File: src/hw/rtl/efrs_pkg.sv
package efrs_pkg;

  localparam int unsigned TIME_W = 64;
  localparam int unsigned RATE_W = 32;
  localparam int unsigned LEN_W = 16;
  localparam int unsigned SLOT_IN_W = 10;
  localparam int unsigned CFG_W = 32;
  localparam int unsigned CFG_IDX_W = 2;

  // len * 1e9 fits in 46 bits, so the quotient does too
  localparam int unsigned DVD_W = 46;
  localparam int unsigned DIV_STEPS = DVD_W;
  localparam int unsigned DIV_CNT_W = 6;
  localparam int unsigned MOD_STEPS = SLOT_IN_W;

  localparam logic [DVD_W-1:0] ONE_SECOND_NS = 46'd1000000000;

  localparam logic [CFG_W-1:0] RESET_DROP_HORIZON = 32'd2000000000;
  localparam logic [CFG_W-1:0] RESET_ECN_HORIZON = 32'd5000000;
  localparam logic [CFG_W-1:0] RESET_MAX_AHEAD = 32'd50000000;

  localparam logic [CFG_IDX_W-1:0] REG_DROP_HORIZON = 2'd0;
  localparam logic [CFG_IDX_W-1:0] REG_ECN_HORIZON = 2'd1;
  localparam logic [CFG_IDX_W-1:0] REG_MAX_AHEAD = 2'd2;

  typedef enum logic [0:0] {
    ALU_ADD,
    ALU_SUB
  } alu_op_t;

  typedef struct packed {
    logic [TIME_W-1:0] y;
    logic carry;
  } alu_res_t;

  typedef enum logic [3:0] {
    S_CLEAR,
    S_IDLE,
    S_MUL,
    S_DIV,
    S_RD,
    S_EFF,
    S_ADD,
    S_PASS,
    S_LEAD,
    S_DROP,
    S_ECN,
    S_CAP,
    S_CAPC,
    S_DONE
  } state_t;

endpackage

File: src/hw/rtl/efrs_alu.sv
module efrs_alu (
  input  efrs_pkg::alu_op_t                op,
  input  logic [efrs_pkg::TIME_W-1:0]      a,
  input  logic [efrs_pkg::TIME_W-1:0]      b,
  output efrs_pkg::alu_res_t               res
);
  import efrs_pkg::*;

  logic             sub;
  logic [TIME_W-1:0] b_in;
  logic [TIME_W:0]   sum;

  // carry out on subtract means a >= b (no borrow)
  assign sub = (op == ALU_SUB);
  assign b_in = sub ? ~b : b;
  assign sum = {1'b0, a} + {1'b0, b_in} + {{TIME_W{1'b0}}, sub};
  assign res.y = sum[TIME_W-1:0];
  assign res.carry = sum[TIME_W];

endmodule

File: config.mk
export PLATFORM = sky130hd
export DESIGN_NAME = efrs_alu
export DESIGN_NICKNAME = d
export VERILOG_FILES = /design/src/hw/rtl/efrs_pkg.sv /design/src/hw/rtl/efrs_alu.sv
export SDC_FILE = /design/constraint.sdc
export NUM_CORES = 1
export LEC_CHECK = 0
export BUFFER_PORTS_ARGS = -buffer_cell sky130_fd_sc_hd__buf_2
export CORE_MARGIN = 3
export CORE_UTILIZATION = 48
export DETAILED_ROUTE_END_ITERATION = 10
export PLACE_DENSITY = 0.8
export SLEW_MARGIN = 20
export SYNTH_ARGS = -nofsm -noshare
export SYNTH_HDL_FRONTEND = slang
export SYNTH_SLANG_ARGS = --single-unit
File: constraint.sdc
create_clock -name vclk -period 4.1
set_input_delay 0.205 -clock vclk [all_inputs]
set_output_delay 0.205 -clock vclk [all_outputs]
set_load 0.01 [all_outputs]
==> impl_metrics.sql <==
INSERT INTO impl_metrics (metric_group, metric, value, unit) VALUES
('outcome', 'outcome', 'finished clean', ''),
('route', 'vias', '5431', ''),
('floorplanning', 'pin_count', '194', ''),
('placed_design', 'dp_slack', '0.2711', 'ns'),
('sta', 'max_slew.worst_pin.slew', '0.5636', 'ns'),
('sta', 'setup_ws', '0.3054', 'ns'),
('layout', 'layout_cell_share_with_drive_strength_beyond_1', '0.2787', ''),
('floorplanning', 'die_y', '103.4', 'um'),
('power', 'total_power', '1470', 'uW'),
('sta', 'setup_tns', '0', 'ns'),
('synth', 'synth_area_leader_cell', 'sky130_fd_sc_hd__ha_1', ''),
('critical_path', 'crit_path_max_incr_delay', '0.48', 'ns'),
('synth', 'synth_area', '0.004554', 'sq mm'),
('power', 'static-leakage-power', '0.002805', 'uW'),
('critical_path', 'worst_path_class_setup', 'primary input to output pin', ''),
('placed_design', 'io_buffers', '194', ''),
('sta', 'rsz_0062_raised_after_global_routing', 'false', ''),
('sta', 'max_slew_headroom_at_the_worst_pin', '0.6233', ''),
('placed_design', 'place_hpwl', '12.55', 'mm'),
('synth', 'yosysSeqAreaShare', '0', ''),
('sta', 'timing.final.hold_violations', '0', ''),
('global_route', 'global_route_usage_sum', '0.2517', ''),
('global_route', 'grt_pass1_wl', '22.56', 'mm'),
('layout', 'layout-area-overhead-vs-synth', '22.64', '%'),
('route', 'routed_wl', '14.56', 'mm'),
('min_path', 'min_path_type', 'primary input to output pin', ''),
('global_route', 'number_of_antenna_violations_at_the_first_check_in_global_routing', '0', ''),
('power', 'cellPowerDensity', '263.2', 'mW/mm^2'),
('route', 'antenna_left', '0', ''),
('critical_path', 'maximum_fanout_encountered_on_the_critical_timing_path', '24', ''),
('route', 'drc', '0', ''),
('critical_path', 'cpLargestDelayFamily', 'compound AO/OA/AOI/OAI gates', ''),
('route', 'wire_per_inst', '15.54', 'um'),
('synth', 'yosysWarnings', '0', ''),
('floorplanning', 'floorplan.die_area', '0.01069', 'sq mm'),
('sta', 'slew_violations', '0', ''),
('floorplanning', 'die_extent_in_x', '103.4', 'um'),
('route', 'drt_iter0_markers', '251', ''),
('placed_design', 'gp_routability_congestion', '0.9937', ''),
('cts', 'cts_hold_repair.buffers', '0', ''),
('floorplanning', 'initial_cell_density_of_the_core', '0.5074', ''),
('layout', 'insertedDiodeCount', '0', ''),
('global_route', 'grt_pass1_vias', '5171', ''),
('route', 'drtPass1Iterations', '5', ''),
('synth', 'synth_fp_nets', '835', ''),
('layout', 'clkbuf_count', '0', ''),
('sta', 'period_share', '0.9255', ''),
('synth', 'synth_instances', '636', ''),
('layout', 'final_net_count', '1012', ''),
('floorplanning', 'num_rows', '34', ''),
('global_route', 'gr-total-overflow', '0', ''),
('layout', 'seq_cell_count', '0', ''),
('synth', 'synthDominantCellAreaShare', '0.1896', ''),
('critical_path', 'critical_path.endpoint_type', 'output pin', ''),
('layout', 'area.sequential', '0', 'sq um'),
('critical_path', 'critical_path.n_buffers_inverters', '3', ''),
('power', 'power.ir.vdd_worst', '0.0001310', 'V'),
('sta', 'worst_hold_slack_after_final_layout', '0.6905', 'ns'),
('job', 'max_capacitance_violation_count', '0', ''),
('synth', 'distinct_cell_type_count_of_the_synthesized_netlist', '71', ''),
('sta', 'timing.final.setup_violations', '0', ''),
('route', 'vias_per_cell', '5.796', ''),
('critical_path', 'startpoint_type', 'primary input', ''),
('synth', 'synth_most_common_cell', 'sky130_fd_sc_hd__xor2_1', ''),
('synth', 'syn-mean-instance-area', '7.161', 'sq um'),
('sta', 'fmax', '263.5', 'MHz'),
('synth', 'ys_top_cells_by_area', 'sky130_fd_sc_hd__ha_1, sky130_fd_sc_hd__xor2_1, sky130_fd_sc_hd__a21oi_1', ''),
('synth', 'leading_post_synthesis_cells_by_instance_count', 'sky130_fd_sc_hd__xor2_1, sky130_fd_sc_hd__a21oi_1, sky130_fd_sc_hd__ha_1', ''),
('critical_path', 'timing.critical_path.arrival', '3.59', 'ns'),
('critical_path', 'timing.critical_path.required', '3.89', 'ns'),
('critical_path', 'cell_with_the_largest_stage_delay_on_the_worst_path', 'sky130_fd_sc_hd__or3b_2', ''),
('sta', 'finalCriticalPeriod', '3.795', 'ns'),
('global_route', 'grt_start_max_net_pins', '25', ''),
('floorplanning', 'area_of_the_core', '0.008976', 'sq mm'),
('critical_path', 'critical_path.cell_chain', 'buf_4, buf_4, xor2_1, ha_1, o21ai_0, a21oi_1, o21a_1, o31ai_1, a311o_1, a311oi_1, or3b_2, a21oi_1, xnor2_1, buf_2', '');
[report_power, final]
group	leakage [uW]	total (uW)	switching (uW)	internal, uW
registers	0	0	0	0
clock network	0	0	0	0
logic	0.00280	1470	855	615
[placed cells by master, fill, tap and decap left out, types with 3 or more instances in the layout]
cell type / instances
sky130_fd_sc_hd__o21a_1: 5
sky130_fd_sc_hd__a211oi_1: 4
sky130_fd_sc_hd__xor2_1: 86
sky130_fd_sc_hd__a2111oi_0: 3
sky130_fd_sc_hd__ha_1: 69
sky130_fd_sc_hd__nor2b_1: 4
sky130_fd_sc_hd__a21boi_0: 5
sky130_fd_sc_hd__nand4_1: 14
sky130_fd_sc_hd__or3_1: 3
sky130_fd_sc_hd__a31oi_1: 7
sky130_fd_sc_hd__a21o_2: 3
sky130_fd_sc_hd__nor2_1: 37
sky130_fd_sc_hd__a21oi_1: 82
sky130_fd_sc_hd__buf_2: 193
sky130_fd_sc_hd__o21ai_0: 34
sky130_fd_sc_hd__nand2_1: 61
sky130_fd_sc_hd__xnor2_1: 37
sky130_fd_sc_hd__o21bai_1: 11
sky130_fd_sc_hd__o211ai_1: 3
sky130_fd_sc_hd__and2_1: 7
sky130_fd_sc_hd__nand2b_1: 5
sky130_fd_sc_hd__inv_1: 20
sky130_fd_sc_hd__a21o_1: 32
sky130_fd_sc_hd__o31ai_1: 5
sky130_fd_sc_hd__and3_1: 3
sky130_fd_sc_hd__nor4_1: 4
sky130_fd_sc_hd__buf_4: 6
sky130_fd_sc_hd__nor3_1: 6
sky130_fd_sc_hd__nand3_1: 10
[area by class of cell]
cell class,instances,area [sq um]
multi-input cells,592,4342
well taps,126,157.7
repair buffers,199,1011
inverters,20,75.07
fillers,860,3391
[cells by family (layout without fill, tap and decap cells)]
group | after synthesis | after routing | synth area share
AO/OA/AOI/OAI | 228 | 228 | 0.3346
AND/OR/NAND/NOR | 169 | 169 | 0.1821
XOR/XNOR | 123 | 123 | 0.2365
buffers and inverters | 44 | 219 | 0.04835
multiplexers | 2 | 2 | 0.004396
adder cells (fa/ha/maj) | 70 | 70 | 0.1940
[worst paths after layout]
path	startpoint	endpoint	slack [ns]	cells after the start
worst min-delay path	a[0]	res[1]	0.69	3
worst max-delay path	op	res[47]	0.31	14
[through the flow]
stage,util,area (sq um),std cells
4_1_cts,0.6214,5578,937
3_5_place_dp,0.6214,5578,937
3_3_place_gp,0.6214,5578,937
6_report,0.6222,5585,937
2_1_floorplan,-,4554,636
5_1_grt,0.6222,5585,937
[timing repair]
action	4_1_cts	5_1_grt
setup buffers	0	0
resized for setup	0	2
endpoints found under the setup margin	0	3
[layer usage]
metal / vias up / GRT usage / part of all wire
met4: 0 / 0.04482 / 0.020
met1: 2480 / 0.3241 / 0.42
met3: 32 / 0.01878 / 0.070
met5: - / 0 / 0
met2: 227 / 0.4608 / 0.49
li1: 2692 / - / -
Note: power is estimated with default switching activity, not from simulation.
